<file path="src/headset_key_adc_qualifier_core_defines.svh">
// Assertion macros for the headset key ADC qualifier.
// Used by headset_key_adc_qualifier_core.sv; depends on nothing.
`ifndef HEADSET_KEY_ADC_QUALIFIER_CORE_DEFINES_SVH
`define HEADSET_KEY_ADC_QUALIFIER_CORE_DEFINES_SVH

// Check that cons holds in the same cycle as ante.
`define HKAQ_ASSERT_SAME(label, clk, rstn, ante, cons, msg) \
    label: assert property (@(posedge clk) disable iff (!(rstn)) (ante) |-> (cons)) \
        else $error(msg);

// Check that cons holds in the cycle after ante.
`define HKAQ_ASSERT_NEXT(label, clk, rstn, ante, cons, msg) \
    label: assert property (@(posedge clk) disable iff (!(rstn)) (ante) |=> (cons)) \
        else $error(msg);

`endif

</file>
<file path="src/hkaq_pkg.sv">
// Shared codes, reset values and result type for the headset key ADC qualifier.
// No dependencies.
`default_nettype none

package hkaq_pkg;

    localparam int LIMIT_W = 10;
    localparam int MIN_W   = 4;
    localparam int RANGE_CNT_W = 4;
    localparam int OUT_DATA_W  = 8;

    localparam logic [1:0] REQ_KEY_EDGE   = 2'd0;
    localparam logic [1:0] REQ_CHECK_TICK = 2'd1;
    localparam logic [1:0] REQ_DETACH     = 2'd2;
    localparam logic [1:0] REQ_UNUSED     = 2'd3;

    localparam logic [1:0] REPORT_NONE    = 2'd0;
    localparam logic [1:0] REPORT_PRESS   = 2'd1;
    localparam logic [1:0] REPORT_RELEASE = 2'd2;

    localparam logic [1:0] REG_IN_RANGE_LIMIT = 2'd0;
    localparam logic [1:0] REG_QUIET_LIMIT    = 2'd1;
    localparam logic [1:0] REG_FAST_AVG_LIMIT = 2'd2;
    localparam logic [1:0] REG_MIN_IN_RANGE   = 2'd3;

    localparam logic [LIMIT_W-1:0] IN_RANGE_LIMIT_RST = 10'd150;
    localparam logic [LIMIT_W-1:0] QUIET_LIMIT_RST    = 10'd75;
    localparam logic [LIMIT_W-1:0] FAST_AVG_LIMIT_RST = 10'd100;
    localparam logic [MIN_W-1:0]   MIN_IN_RANGE_RST   = 4'd2;

    typedef struct packed {
        logic       check_pending;
        logic       switch_shown;
        logic [1:0] hook_report;
    } result_t;

endpackage

`default_nettype wire

</file>
<file path="src/headset_key_adc_qualifier_core.sv">
// Headset hook button qualifier: one result word for every input word, registered once
// the word is taken. All decision logic sits between the input handshake and a result
// register, so a word is taken in every cycle while s_tready is high; a skid register behind
// the result register keeps s_tready high while one finished result waits on m_tready, and
// s_tready drops only while both hold a result. Input kind (s_tuser): key edge, check tick,
// detach release. Registers: 0x0 in-range limit, 0x4 quiet limit, 0x8 fast-average limit,
// 0xC minimum in-range count; write them only while no word is in flight.
// Depends on hkaq_pkg and headset_key_adc_qualifier_core_defines.svh.
`default_nettype none
`include "headset_key_adc_qualifier_core_defines.svh"

module headset_key_adc_qualifier_core #(
    parameter int CHECK_TICKS = 3,
    parameter int SAMPLE_BITS = 10
) (
    input  wire logic                   aclk,
    input  wire logic                   aresetn,
    // s_tdata, from bit 0: key_level, mic_headset, irq_enabled, check_sample,
    // fast_sample_a, fast_sample_b, zero fill to whole bytes
    input  wire logic                   s_tvalid,
    output logic                        s_tready,
    input  wire logic [((3 + 3*SAMPLE_BITS + 7) / 8) * 8 - 1:0] s_tdata,
    // s_tuser: req_type
    input  wire logic [1:0]             s_tuser,
    // m_tdata, from bit 0: hook_report[1:0], switch_shown, check_pending, zero fill
    output logic                        m_tvalid,
    input  wire logic                   m_tready,
    output logic [hkaq_pkg::OUT_DATA_W-1:0] m_tdata,
    input  wire logic                   psel,
    input  wire logic                   penable,
    input  wire logic                   pwrite,
    input  wire logic [3:0]             paddr,
    input  wire logic [31:0]            pwdata,
    output logic [31:0]                 prdata,
    output logic                        pready
);

    localparam int CNT_W = $clog2(CHECK_TICKS + 1);
    localparam int CMP_W = (SAMPLE_BITS > hkaq_pkg::LIMIT_W) ? SAMPLE_BITS : hkaq_pkg::LIMIT_W;
    localparam int RES_W = $bits(hkaq_pkg::result_t);

    // configuration
    logic [hkaq_pkg::LIMIT_W-1:0] in_range_limit_reg;
    logic [hkaq_pkg::LIMIT_W-1:0] quiet_limit_reg;
    logic [hkaq_pkg::LIMIT_W-1:0] fast_avg_limit_reg;
    logic [hkaq_pkg::MIN_W-1:0]   min_in_range_reg;
    logic                         cfg_write;

    assign pready    = 1'b1;
    assign cfg_write = psel && penable && pwrite && pready;

    always_ff @(posedge aclk) begin
        if (!aresetn) begin
            in_range_limit_reg <= hkaq_pkg::IN_RANGE_LIMIT_RST;
            quiet_limit_reg    <= hkaq_pkg::QUIET_LIMIT_RST;
            fast_avg_limit_reg <= hkaq_pkg::FAST_AVG_LIMIT_RST;
            min_in_range_reg   <= hkaq_pkg::MIN_IN_RANGE_RST;
        end else if (cfg_write) begin
            case (paddr[3:2])
                hkaq_pkg::REG_IN_RANGE_LIMIT: in_range_limit_reg <= pwdata[hkaq_pkg::LIMIT_W-1:0];
                hkaq_pkg::REG_QUIET_LIMIT:    quiet_limit_reg    <= pwdata[hkaq_pkg::LIMIT_W-1:0];
                hkaq_pkg::REG_FAST_AVG_LIMIT: fast_avg_limit_reg <= pwdata[hkaq_pkg::LIMIT_W-1:0];
                hkaq_pkg::REG_MIN_IN_RANGE:   min_in_range_reg   <= pwdata[hkaq_pkg::MIN_W-1:0];
                default: ;
            endcase
        end
    end

    always_comb begin
        case (paddr[3:2])
            hkaq_pkg::REG_IN_RANGE_LIMIT: prdata = 32'(in_range_limit_reg);
            hkaq_pkg::REG_QUIET_LIMIT:    prdata = 32'(quiet_limit_reg);
            hkaq_pkg::REG_FAST_AVG_LIMIT: prdata = 32'(fast_avg_limit_reg);
            hkaq_pkg::REG_MIN_IN_RANGE:   prdata = 32'(min_in_range_reg);
            default:                      prdata = '0;
        endcase
    end

    // input word fields
    logic [1:0]             req_type;
    logic                   key_level;
    logic                   mic_headset;
    logic                   irq_enabled;
    logic [SAMPLE_BITS-1:0] check_sample;
    logic [SAMPLE_BITS-1:0] fast_sample_a;
    logic [SAMPLE_BITS-1:0] fast_sample_b;
    logic [SAMPLE_BITS:0]   fast_sum;

    assign req_type      = s_tuser;
    assign key_level     = s_tdata[0];
    assign mic_headset   = s_tdata[1];
    assign irq_enabled   = s_tdata[2];
    assign check_sample  = s_tdata[3 +: SAMPLE_BITS];
    assign fast_sample_a = s_tdata[3 + SAMPLE_BITS +: SAMPLE_BITS];
    assign fast_sample_b = s_tdata[3 + 2*SAMPLE_BITS +: SAMPLE_BITS];
    assign fast_sum      = {1'b0, fast_sample_a} + {1'b0, fast_sample_b};

    // qualifier state
    logic                            check_armed_reg, check_armed_next;
    logic [CNT_W-1:0]                tick_count_reg, tick_count_next;
    logic [hkaq_pkg::RANGE_CNT_W-1:0] in_range_count_reg, in_range_count_next;
    logic [CNT_W-1:0]                sample_index_reg, sample_index_next;
    logic [SAMPLE_BITS-1:0]          sample_store_reg [CHECK_TICKS];
    logic [SAMPLE_BITS-1:0]          fast_avg_reg, fast_avg_next;
    logic                            key_held_reg, key_held_next;
    logic                            switch_state_reg, switch_state_next;
    logic                            store_write;
    logic                            store_clear;
    logic                            all_quiet;
    logic                            decide;
    logic [1:0]                      report;
    logic                            push;
    hkaq_pkg::result_t               result;

    assign push = s_tvalid && s_tready;

    always_comb begin
        all_quiet = 1'b1;
        for (int i = 0; i < CHECK_TICKS; i++) begin
            if (CMP_W'(sample_store_reg[i]) >= CMP_W'(quiet_limit_reg)) begin
                all_quiet = 1'b0;
            end
        end
    end

    always_comb begin
        check_armed_next    = check_armed_reg;
        tick_count_next     = tick_count_reg;
        in_range_count_next = in_range_count_reg;
        sample_index_next   = sample_index_reg;
        fast_avg_next       = fast_avg_reg;
        key_held_next       = key_held_reg;
        switch_state_next   = switch_state_reg;
        store_write         = 1'b0;
        store_clear         = 1'b0;
        decide              = 1'b0;
        report              = hkaq_pkg::REPORT_NONE;
        case (req_type)
            hkaq_pkg::REQ_KEY_EDGE: begin
                if (irq_enabled) begin
                    if (key_level) begin
                        fast_avg_next = fast_sum[SAMPLE_BITS:1];
                    end
                    check_armed_next = 1'b0;
                    tick_count_next  = '0;
                    if (mic_headset) begin
                        if (key_level) begin
                            check_armed_next = 1'b1;
                        end else begin
                            report            = hkaq_pkg::REPORT_RELEASE;
                            key_held_next     = 1'b0;
                            switch_state_next = 1'b0;
                        end
                    end
                end
            end
            hkaq_pkg::REQ_CHECK_TICK: begin
                if (check_armed_reg) begin
                    if (mic_headset && key_level) begin
                        if (tick_count_reg < CNT_W'(CHECK_TICKS)) begin
                            tick_count_next = tick_count_reg + 1'b1;
                            if (CMP_W'(check_sample) <= CMP_W'(in_range_limit_reg)
                                && in_range_count_reg != '1) begin
                                in_range_count_next = in_range_count_reg + 1'b1;
                            end
                            if (sample_index_reg < CNT_W'(CHECK_TICKS)) begin
                                store_write       = 1'b1;
                                sample_index_next = sample_index_reg + 1'b1;
                            end
                        end else begin
                            decide        = 1'b1;
                            key_held_next = 1'b1;
                            if (in_range_count_reg >= min_in_range_reg
                                || (CMP_W'(fast_avg_reg) < CMP_W'(fast_avg_limit_reg)
                                    && all_quiet)) begin
                                report = hkaq_pkg::REPORT_PRESS;
                            end
                            store_clear         = 1'b1;
                            in_range_count_next = '0;
                            sample_index_next   = '0;
                            switch_state_next   = 1'b1;
                            tick_count_next     = '0;
                            check_armed_next    = 1'b0;
                        end
                    end else begin
                        store_clear         = 1'b1;
                        in_range_count_next = '0;
                        sample_index_next   = '0;
                        check_armed_next    = 1'b0;
                    end
                end
            end
            hkaq_pkg::REQ_DETACH: begin
                if (key_held_reg) begin
                    report            = hkaq_pkg::REPORT_RELEASE;
                    key_held_next     = 1'b0;
                    switch_state_next = 1'b0;
                end
            end
            default: ;
        endcase
        result.hook_report   = report;
        result.switch_shown  = switch_state_next;
        result.check_pending = check_armed_next;
    end

    always_ff @(posedge aclk) begin
        if (!aresetn) begin
            check_armed_reg    <= 1'b0;
            tick_count_reg     <= '0;
            in_range_count_reg <= '0;
            sample_index_reg   <= '0;
            fast_avg_reg       <= '0;
            key_held_reg       <= 1'b0;
            switch_state_reg   <= 1'b0;
            for (int i = 0; i < CHECK_TICKS; i++) begin
                sample_store_reg[i] <= '0;
            end
        end else if (push) begin
            check_armed_reg    <= check_armed_next;
            tick_count_reg     <= tick_count_next;
            in_range_count_reg <= in_range_count_next;
            sample_index_reg   <= sample_index_next;
            fast_avg_reg       <= fast_avg_next;
            key_held_reg       <= key_held_next;
            switch_state_reg   <= switch_state_next;
            for (int i = 0; i < CHECK_TICKS; i++) begin
                if (store_clear) begin
                    sample_store_reg[i] <= '0;
                end else if (store_write && sample_index_reg == CNT_W'(i)) begin
                    sample_store_reg[i] <= check_sample;
                end
            end
        end
    end

    // result register with skid stage
    logic              out_valid_reg;
    logic              skid_valid_reg;
    hkaq_pkg::result_t out_data_reg;
    hkaq_pkg::result_t skid_data_reg;
    logic              pop;

    assign pop      = out_valid_reg && m_tready;
    assign s_tready = !skid_valid_reg;
    assign m_tvalid = out_valid_reg;
    assign m_tdata  = {{(hkaq_pkg::OUT_DATA_W - RES_W){1'b0}}, out_data_reg};

    always_ff @(posedge aclk) begin
        if (!aresetn) begin
            out_valid_reg  <= 1'b0;
            skid_valid_reg <= 1'b0;
        end else if (skid_valid_reg) begin
            if (pop) begin
                skid_valid_reg <= 1'b0;
            end
        end else if (push) begin
            if (!out_valid_reg || pop) begin
                out_valid_reg <= 1'b1;
            end else begin
                skid_valid_reg <= 1'b1;
            end
        end else if (pop) begin
            out_valid_reg <= 1'b0;
        end
    end

    always_ff @(posedge aclk) begin
        if (skid_valid_reg) begin
            if (pop) begin
                out_data_reg <= skid_data_reg;
            end
        end else if (push) begin
            if (!out_valid_reg || pop) begin
                out_data_reg <= result;
            end else begin
                skid_data_reg <= result;
            end
        end
    end

    `HKAQ_ASSERT_SAME(a_skid_behind_out, aclk, aresetn, skid_valid_reg, out_valid_reg, "skid holds a word while the result register is empty")
    `HKAQ_ASSERT_SAME(a_counts_bounded, aclk, aresetn, 1'b1, (tick_count_reg <= CNT_W'(CHECK_TICKS)) && (sample_index_reg <= CNT_W'(CHECK_TICKS)), "tick or sample count past the check length")
    `HKAQ_ASSERT_NEXT(a_decide_clears, aclk, aresetn, push && decide, !check_armed_reg && sample_index_reg == '0 && in_range_count_reg == '0 && tick_count_reg == '0, "deciding tick left the check state set")

endmodule

`default_nettype wire
</file>
<file path="config.mk">
export PLATFORM = sky130hd
export DESIGN_NAME = headset_key_adc_qualifier_core
export DESIGN_NICKNAME = d
export VERILOG_FILES = /design/src/hkaq_pkg.sv /design/src/headset_key_adc_qualifier_core.sv
export VERILOG_INCLUDE_DIRS = /design/src /design/src/src
export SDC_FILE = /design/constraint.sdc
export NUM_CORES = 1
export LEC_CHECK = 0
export BUFFER_PORTS_ARGS = -buffer_cell sky130_fd_sc_hd__buf_2
export CAP_MARGIN = 10
export CORE_MARGIN = 2
export CORE_UTILIZATION = 44
export CTS_BUF_LIST = sky130_fd_sc_hd__clkbuf_8
export CTS_CLUSTER_DIAMETER = 30
export DETAILED_ROUTE_END_ITERATION = 8
export PLACE_DENSITY = 0.79
export SLEW_MARGIN = 0
export SYNTH_ARGS = -nofsm -noshare
export SYNTH_HDL_FRONTEND = slang
export SYNTH_SLANG_ARGS = --single-unit
</file>
<file path="constraint.sdc">
create_clock -name aclk -period 3.3 [get_ports aclk]
set_clock_uncertainty 0.05 [all_clocks]
set_input_delay 0.165 -clock aclk [delete_from_list [all_inputs] [get_ports aclk]]
set_output_delay 0.165 -clock aclk [all_outputs]
set_load 0.03 [all_outputs]
</file>
After elaboration in Yosys (flattened, before gate mapping)
Memories as Yosys holds them, arrays and structs flattened.
Index checks and enable logic that the tools add are counted.
W data, S select, Z words.
{"block": "op_classes", "n_addsub": 4, "magnitude_cmp": 8, "n_eq_ne": 18, "muxes": 92, "bitwise": 8, "n_reduce_logical": 34}
{"op": "$pmux W32 S4", "count": 1}
{"op": "$mux W1", "count": 62}
{"op": "$mux W10", "count": 6}
{"op": "$ge A10 B10 Y1", "count": 3}
{"op": "$mux W4", "count": 7}
{"op": "$mux W2", "count": 11}
{"op": "$ne A2 B2 Y1 const B", "count": 6}
{"op": "$reduce_and A4 Y1", "count": 3}
{"op": "$add A10 B10 Y11", "count": 1}
{"op": "$le A10 B10 Y1", "count": 1}
{"op": "$logic_and A1 B1 Y1", "count": 10}
{"op": "$lt A10 B10 Y1", "count": 1}
{"op": "$reduce_and A3 Y1", "count": 3}
{"op": "$eq A2 B2 Y1 const B", "count": 4}
{"op": "$reduce_and A2 Y1", "count": 4}
{"op": "$reduce_and A8 Y1", "count": 1}
{"op": "$reduce_bool A2 Y1", "count": 4}
{"op": "$eq A2 B1 Y1 const B", "count": 3}
{"op": "$logic_not A2 Y1", "count": 3}
{"op": "$ne A3 B2 Y1 const B", "count": 2}
{"op": "$or A1 B1 Y1", "count": 6}
{"op": "$pmux W1 S3", "count": 2}
{"op": "$pmux W2 S3", "count": 1}
{"op": "$reduce_and A5 Y1", "count": 1}
{"op": "other kinds (12)", "count": 18}
{"block": "word_totals", "ff_bits": 65, "ram_bits": 30, "output_inout_bits": 43, "n_memories": 1}
{"memory": "sample_store_reg", "words": 3, "word_bits": 10, "read_ports": 3, "rd_ports_with_merged_regs": 0, "wr": 3, "line_no": "headset_key_adc_qualifier_core.sv:103", "text": "logic [SAMPLE_BITS-1:0] sample_store_reg [CHECK_TICKS];"}

Logic depth before layout (Yosys ltp)
Gate-level depths: netlist (run 1).
An unclocked memory read counts as a cell.
{"block": "logic_depth", "ltp_word": 15, "depth_mapped": 9, "depth_no_buf": 8}

Least setup slack after synthesis (run 1)
OpenSTA, ideal clock, no wires.
{"block": "synth_path", "kind": "register -> register", "startpoint": "reg skid_valid_reg", "endpoint": "mem sample_store_reg[0][0], enable pin", "setup_ns": 0.340, "t_arrival_ns": 1.868, "t_required_ns": 2.910, "slack_ns": 1.042, "stages_incl_launch_ff": 10, "path_buffers": 4, "synth_period_minus_slack_ns": 2.258, "path_cell_list": "dfxtp_1 -> buf_6 -> nand2b_4 -> buf_6 -> or3_1 -> buf_6 -> nor3_2 -> clkbuf_2 -> nand2_1 -> nand2_1"}
{"item": "start, declared", "line_no": "headset_key_adc_qualifier_core.sv:239", "text": "logic skid_valid_reg;"}
{"item": "start signal, assigned", "line_no": "headset_key_adc_qualifier_core.sv:252", "text": "skid_valid_reg <= 1'b0;"}
{"item": "start signal, assigned", "line_no": "headset_key_adc_qualifier_core.sv:255", "text": "skid_valid_reg <= 1'b0;"}
{"item": "start signal, assigned", "line_no": "headset_key_adc_qualifier_core.sv:261", "text": "skid_valid_reg <= 1'b1;"}
{"item": "end, declared", "line_no": "headset_key_adc_qualifier_core.sv:103"}

==> metrics.md, run 1 <==
| Metric | Value |
|---|---|
| IO Port Bufs | 69 |
| Critical R2R Launch | skid_valid_reg |
| CP Launch Point | skid_valid_reg |
| Layout area overhead | 9.98% |
| Grt met1 use | 25.1% |
| Max reg flops | 30 |
| Total GRT Usage | 18.2% |
| Final TNS setup | 0 ns |
| Minimum clock period | 2.64 ns |
| Layout cell share with drive strength beyond 1 | 14.8% |
| Syn Inst Count | 642 |
| Clock slew seen by the registers of the worst setup and hold paths | 0.11 ns |
| PD cells | 373 nW/um^2 |
| Final #Nets | 854 |
| Initial antenna violation count | 0 |
| Register bit total from synthesis | 95 |
| Fin. Hold Viols | 0 |
| Max Slew Vio Count | 0 |
| Count of cell types in the netlist | 61 |
| Grt ovf | 0 |
| Synth Cell Area | 5930 um^2 |
| Largest net degree at the start of global routing | 61 |
| Via count | 4639 |
| LEAKAGE | 2.86 nW |
| Worst-path maximum fanout | 12 |
| Crit path kind | reg -> reg |
| Cts repair resizes | 0 |
| Synth Flop Type | dfxtp_1 |
| RSZ-0062 raised after global routing | no |
| Drt drc | 0 |
| Worst slew margin | 51.3% |
| Setup repair bufs after CTS | 0 |
| CP required | 3.26 ns |
| 1st-pass router iterations | 5 |
| M2 GR Usage | 28.6% |
| Cts hold-fix bufs | 0 |
| Fmax | 0.379 GHz |
| # IOs | 128 |
| Max IR drop VDD | 0.000258 V |
| # rows | 42 |
| WL/cell | 14.6 um |
| DP HPWL | 9920 um |
| Top Usage Layer GRT | met2 |
| Min-delay src | pwdata[5] |
| Clock Tree Buf Depth | 2 |
| Routability congestion estimate | 0.815 |
| Ys Warns | 0 |
| Number of synthesized flops with an enable pin | 38 |
| Routed WL | 12900 um |
| Worst-Margin Slew | 0.728 ns |
| Hold WC Path Type | in -> reg |
| Status | finished, final reports clean |
| # clock sinks | 95 |
| Core Box Area | 13200 um^2 |
| GR Util met3 | 3.56% |
| Detail Route Antenna Nets | 0 |
| DRT iter0 DRCs | 307 |
| Ys async rst share | 0% |
| Final Cycle Share | 80.0% |
| Clk root buf | clkbuf_8 |
| CTS tree | done |
| Max Cap Viol | 0 |
| Via density | 5.27 |
| Chip width | 120 um |
| CTS Buf Count | 9 |
| Finished Core Util | 49.4% |
| Clk_lat worst skew | 0.38 ns |
| Synth Area per Inst | 9.24 um^2 |
| Die area | 14400 um^2 |
| Antenna diodes | 0 |
| Sequential fraction of the synthesis area | 38.5% |
| Finish-stage setup viols | 0 |
| Vias in the first global route | 4324 |
| Startpoint types | flip-flop |
| Die Ht | 120 um |
| First-pass GRT wire length | 20900 um |
| Critical path capture point type | flip-flop |
| H-tree depth | 3 |
| Starting Density | 45.0% |
| Worst Path Arrival | 2.60 ns |
kinds of logic (layout without fill, tap and decap cells):
logic type,Yosys count,count (layout),share of synthesized area [%]
AO/OA/AOI/OAI,122,122,13.7
XOR/XNOR,5,5,0.739
adder cells (fa/ha/maj),69,69,14.7
buffers and inverters,101,139,8.52
flip-flops,95,95,38.5
multiplexers,18,18,3.92
other,2,27,0.127
AND/OR/NAND/NOR,230,230,19.8
cell usage after synthesis (2+ instances only):
cell,count,area (um^2)
nand2_1,89,334
ha_1,68,851
dfxtp_1,57,1140
inv_1,47,176
edfxtp_1,38,1140
nand3_1,35,175
and3_1,30,188
o21ai_0,30,150
buf_4,27,203
a21boi_0,24,180
a21oi_1,24,120
clkbuf_1,22,82.6
mux2i_1,12,120
nor2_1,12,45.0
nor2b_1,12,75.1
o211ai_1,10,75.1
nor3_1,9,45.0
nand2b_1,8,50.1
nand4_1,8,50.1
a21o_1,6,45.0
o21a_1,6,45.0
and2_1,5,31.3
mux4_2,4,90.1
xnor2_1,4,35.0
a211oi_1,3,22.5
buf_6,3,33.8
nor4_1,3,18.8
nor4b_1,3,26.3
or3_1,3,18.8
a31oi_1,2,12.5
and4_1,2,17.5
conb_1,2,7.51
mux2_2,2,22.5
nand4b_1,2,17.5
nor3b_1,2,15.0
o31ai_1,2,15.0
o41a_1,2,22.5
worst max-delay path: stages, from the launching register on:
cell and delay [ns]:
dfxtp_1 0.40, nand2b_4 0.22, or3_1 0.47, nor3_2 0.62, nand2_1 0.11, nand2_1 0.41
metrics by stage:
stage	total power [W]	hold WS [ns]	instances	instance area (um^2)	setup slack, ns
global placement	0.00163	0.386	865	6310	0.726
detailed placement	0.00163	0.396	865	6310	0.687
finish	0.00243	0.00906	881	6520	0.659
floorplan	0.00155	0.239	667	6020	1.04
global route	0.00253	0.0180	881	6520	0.470
CTS	0.00244	0.00295	881	6520	0.664
power breakdown:
| part | switching (W) | internal, W |
|---|---|---|
| sequential | 0.0000144 | 0.00125 |
| clock | 0.000457 | 0.000369 |
| combinational | 0.000225 | 0.000122 |
cells in the final DEF (no fill, tap or decap), types with 24 or more instances in the layout:
master	n
a21boi_0	24
a21oi_1	24
and3_1	30
buf_2	69
conb_1	27
dfxtp_1	57
edfxtp_1	38
ha_1	68
inv_1	47
nand2_1	89
nand3_1	35
o21ai_0	30
final timing paths:
check	slack, ns	depth (start not counted)	endpoint
worst max-delay path	0.66	5	sample_store_reg[2][9]
worst min-delay path	0.009	3	fast_avg_limit_reg[5]
worst max register to register	0.66	5	sample_store_reg[2][9]
worst min register to register	0.42	2	fast_avg_reg[1]
per-layer routing:
layer	routed length (um)	vias up
met5	0	-
met4	226	0
met3	719	21
met2	5860	134
met1	6050	2138
li1	-	2346
area by class of cell:
| class | instances | area [um^2] |
|---|---|---|
| timing repair buffer | 76 | 398 |
| fill | 1221 | 6670 |
| clock buffer | 9 | 124 |
| multi-input combinational | 471 | 3240 |
| inverter | 47 | 176 |
| tap | 176 | 220 |
| clock inverter | 7 | 85.1 |
| sequential | 95 | 2280 |
No activity file was read; power rests on OpenSTA's default activity.
==> run 2: changes to the inputs <==
==> constraint.sdc (replaced) <==
create_clock -name aclk -period 2.6 [get_ports aclk]
set_clock_uncertainty 0.05 [all_clocks]
set_input_delay 0.13 -clock aclk [delete_from_list [all_inputs] [get_ports aclk]]
set_output_delay 0.13 -clock aclk [all_outputs]
set_load 0.03 [all_outputs]
==> run 2 against run 1 <==
Net effect:
- critical path depth rose by 3
- global-route usage increased by 0.56 points
- worst hold slack improved by 0.0045 ns
- maximum frequency increased by 9.6%
- utilization is 1.5 points higher
- critical endpoint is now m_tdata[0]
- final area grew 3.0%
- combinational power up 33%
- sequential share of layout area decreased by 1.0 points
- largest cell class unchanged
- register-to-register slack lost 0.47 ns
- clock-buffer cell count unchanged
==> metrics.md, run 2 (synthesis gave the netlist of run 1 again) <==
| Metric | Value |
|---|---|
| Max IR drop VDD | 0.000287 V (+11%) |
| Cell Int Power | 0.00249 W (+43%) |
| Layout area overhead | 13.3% |
| Via count | 4740 (+2.2%) |
| Area of the multi-input gates | 3240 um^2 (+0.19%) |
| # clock sinks | 95 (unchanged) |
| Overall Power | 0.00334 W (+37%) |
| LEAKAGE | 2.95 nW (+3.2%) |
| Register area | 2280 um^2 (unchanged) |
| CP max stage cell | dfxtp_1 |
| Most common cell after layout, fill and taps aside | nand2_1 |
| Finish-stage setup viols | 0 (unchanged) |
| Status | finished, final reports clean |
| Clock slew seen by the registers of the worst setup and hold paths | 0.10 ns (about the same) |
| Sequential Power Share | 47.8% (-4.0 points) |
| Critical path capture point type | flip-flop |
| DP Worst Slack | 0.143 ns (-0.544 ns) |
| Core Box Area | 13200 um^2 (unchanged) |
| Routed WL | 13000 um (+0.95%) |
| Worst slew margin | 55.6% (+4.3 points) |
| Detail Route Antenna Nets | 0 (unchanged) |
| H-tree depth | 3 (unchanged) |
| Clock Tree Buf Depth | 2 (unchanged) |
| Clock share of power | 38.4% (+4.5 points) |
| Antenna diodes | 0 (unchanged) |
| Initial antenna violation count | 0 (unchanged) |
| Total GRT Usage | 18.8% (+0.56 points) |
| WL/cell | 14.5 um (-0.63%) |
| Routability congestion estimate | 0.813 (-0.18%) |
| Cell Area, Placed | 6340 um^2 (+0.48%) |
| Starting Density | 45.0% (unchanged) |
| Worst-Margin Slew | 0.660 ns (-0.0682 ns) |
| Worst Setup Slack, final | 0.192 ns (-0.468 ns) |
| Worst Path Arrival | 2.61 ns (about the same) |
| Final #Nets | 868 (+1.6%) |
| Minimum clock period | 2.41 ns (-0.232 ns) |
| First-pass GRT wire length | 21600 um (+3.6%) |
| Design area | 6720 um^2 (+3.0%) |
| CP required | 2.80 ns (-0.46 ns) |
| Die Ht | 120 um (unchanged) |
| Max reg flops | 30 (unchanged) |
| # rows | 42 (unchanged) |
| Net Switching | 0.000854 W (+23%) |
| Crit-path cells | inv_1, ha_1, a222oi_1, nand2_1, nor4b_2, nor4b_1, and4b_1, o41a_1 |
| Clk_lat worst skew | 0.38 ns (about the same) |
| Most frequent cells in the layout | nand2_1, buf_2, ha_1 |
| 1st-pass router iterations | 5 (unchanged) |
| Hold WC Path Type | in -> reg |
| CTS Buf Count | 9 (unchanged) |
| Vias in the first global route | 4534 (+4.9%) |
| IO Port Bufs | 69 (unchanged) |
| DP HPWL | 10100 um (+1.9%) |
| Largest stage delay, worst path | 0.36 ns (-0.26 ns) |
| Fin. Hold Viols | 0 (unchanged) |
| Largest net degree at the start of global routing | 41 (-33%) |
| Max Cap Viol | 0 (unchanged) |
| Layout cell share with drive strength beyond 1 | 15.2% (+0.41 points) |
| DRT iter0 DRCs | 307 (unchanged) |
| Fmax | 0.415 GHz (+9.6%) |
| Grt ovf | 0 (unchanged) |
| Comb pwr share | 13.8% (-0.5 points) |
| Final Cycle Share | 92.6% (+13 points) |
| Worst-path maximum fanout | 4 (-8) |
| Via density | 5.30 (+0.58%) |
| PD cells | 498 nW/um^2 (+33%) |
| Chip width | 120 um (unchanged) |
| Clk root buf | clkbuf_8 |
| Sw Share | 25.5% (-3.1 points) |
| Startpoint types | flip-flop |
| CTS tree | done |
| Final TNS setup | 0 ns (unchanged) |
| Die area | 14400 um^2 (unchanged) |
| Drt drc | 0 (unchanged) |
| # IOs | 128 (unchanged) |
| Max Slew Vio Count | 0 (unchanged) |
| FILL cells | 1265 (+3.6%) |
| Crit path kind | reg -> reg |
==> run 2: cell count changes in the layout (fill, tap and decap cells not counted) <==
cell	previous run	this run
dlygate4sd3_1	0	10
buf_4	7	11
bufinv_16	1	4
inv_6	2	0
inv_8	2	0
clkinv_4	1	2
nor4b_1	3	2
nor4b_2	0	1
==> run 2: power groups by stage <==
stage / combinational (W) / sequential [W] / clock, W
global route: 0.000515 / 0.00160 / 0.00136
floorplan: 0.000331 / 0.00164 / 0
finish: 0.000462 / 0.00160 / 0.00128
global placement: 0.000437 / 0.00163 / 0
detailed placement: 0.000447 / 0.00163 / 0
CTS: 0.000461 / 0.00160 / 0.00129
==> run 2: final cells by class <==
type                       count  share of cell area, %
multi-input combinational    471                   48.3
timing repair buffer          90                   7.86
sequential                    95                   34.0
inverter                      47                   2.63
tap                          176                   3.28
clock buffer                   9                   1.84
clock inverter                 7                   2.14
==> run 2: critical path: cells and delay by family (launching register included) <==
family / cells / cell delay, ns
buf+inv: 1 / 0.09
fa+ha+maj: 1 / 0.35
simple gates: 4 / 0.94
compound gates: 2 / 0.51
flops: 1 / 0.36
==> run 2: repair_timing <==
action	in CTS	in global routing
hold buffers	10	0
hold endpoints to repair	28	0
gates resized for setup	0	1
buffers inserted	0	0
endpoints found under the setup margin	0	2
==> run 2: metal layers <==
layer	wire [um]	vias to the layer above	GRT usage [%]
met4	166	0	5.59
met1	5980	2235	24.9
met3	698	13	3.42
met2	6130	116	31.2
li1	-	2376	-
met5	0	-	0
==> run 2: final timing paths <==
check | start | to | slack, ns | depth (start not counted)
setup / recovery | quiet_limit_reg[9] | m_tdata[0] | 0.19 | 8
setup reg to reg | quiet_limit_reg[9] | m_tdata[0] | 0.19 | 8
hold reg to reg | fast_avg_reg[1] | fast_avg_reg[1] | 0.42 | 2
hold / removal | s_tvalid | skid_valid_reg | 0.01 | 3
==> run 2: stage by stage <==
step | util [%] | hold slack (ns) | instances
2_1_floorplan | - | 0.204 | 667
4_1_cts | 50.9 | 0.0148 | 895
6_report | 50.9 | 0.0136 | 895
3_3_place_gp | 48.1 | 0.350 | 869
3_5_place_dp | 48.1 | 0.358 | 869
5_1_grt | 50.9 | 0.0183 | 895
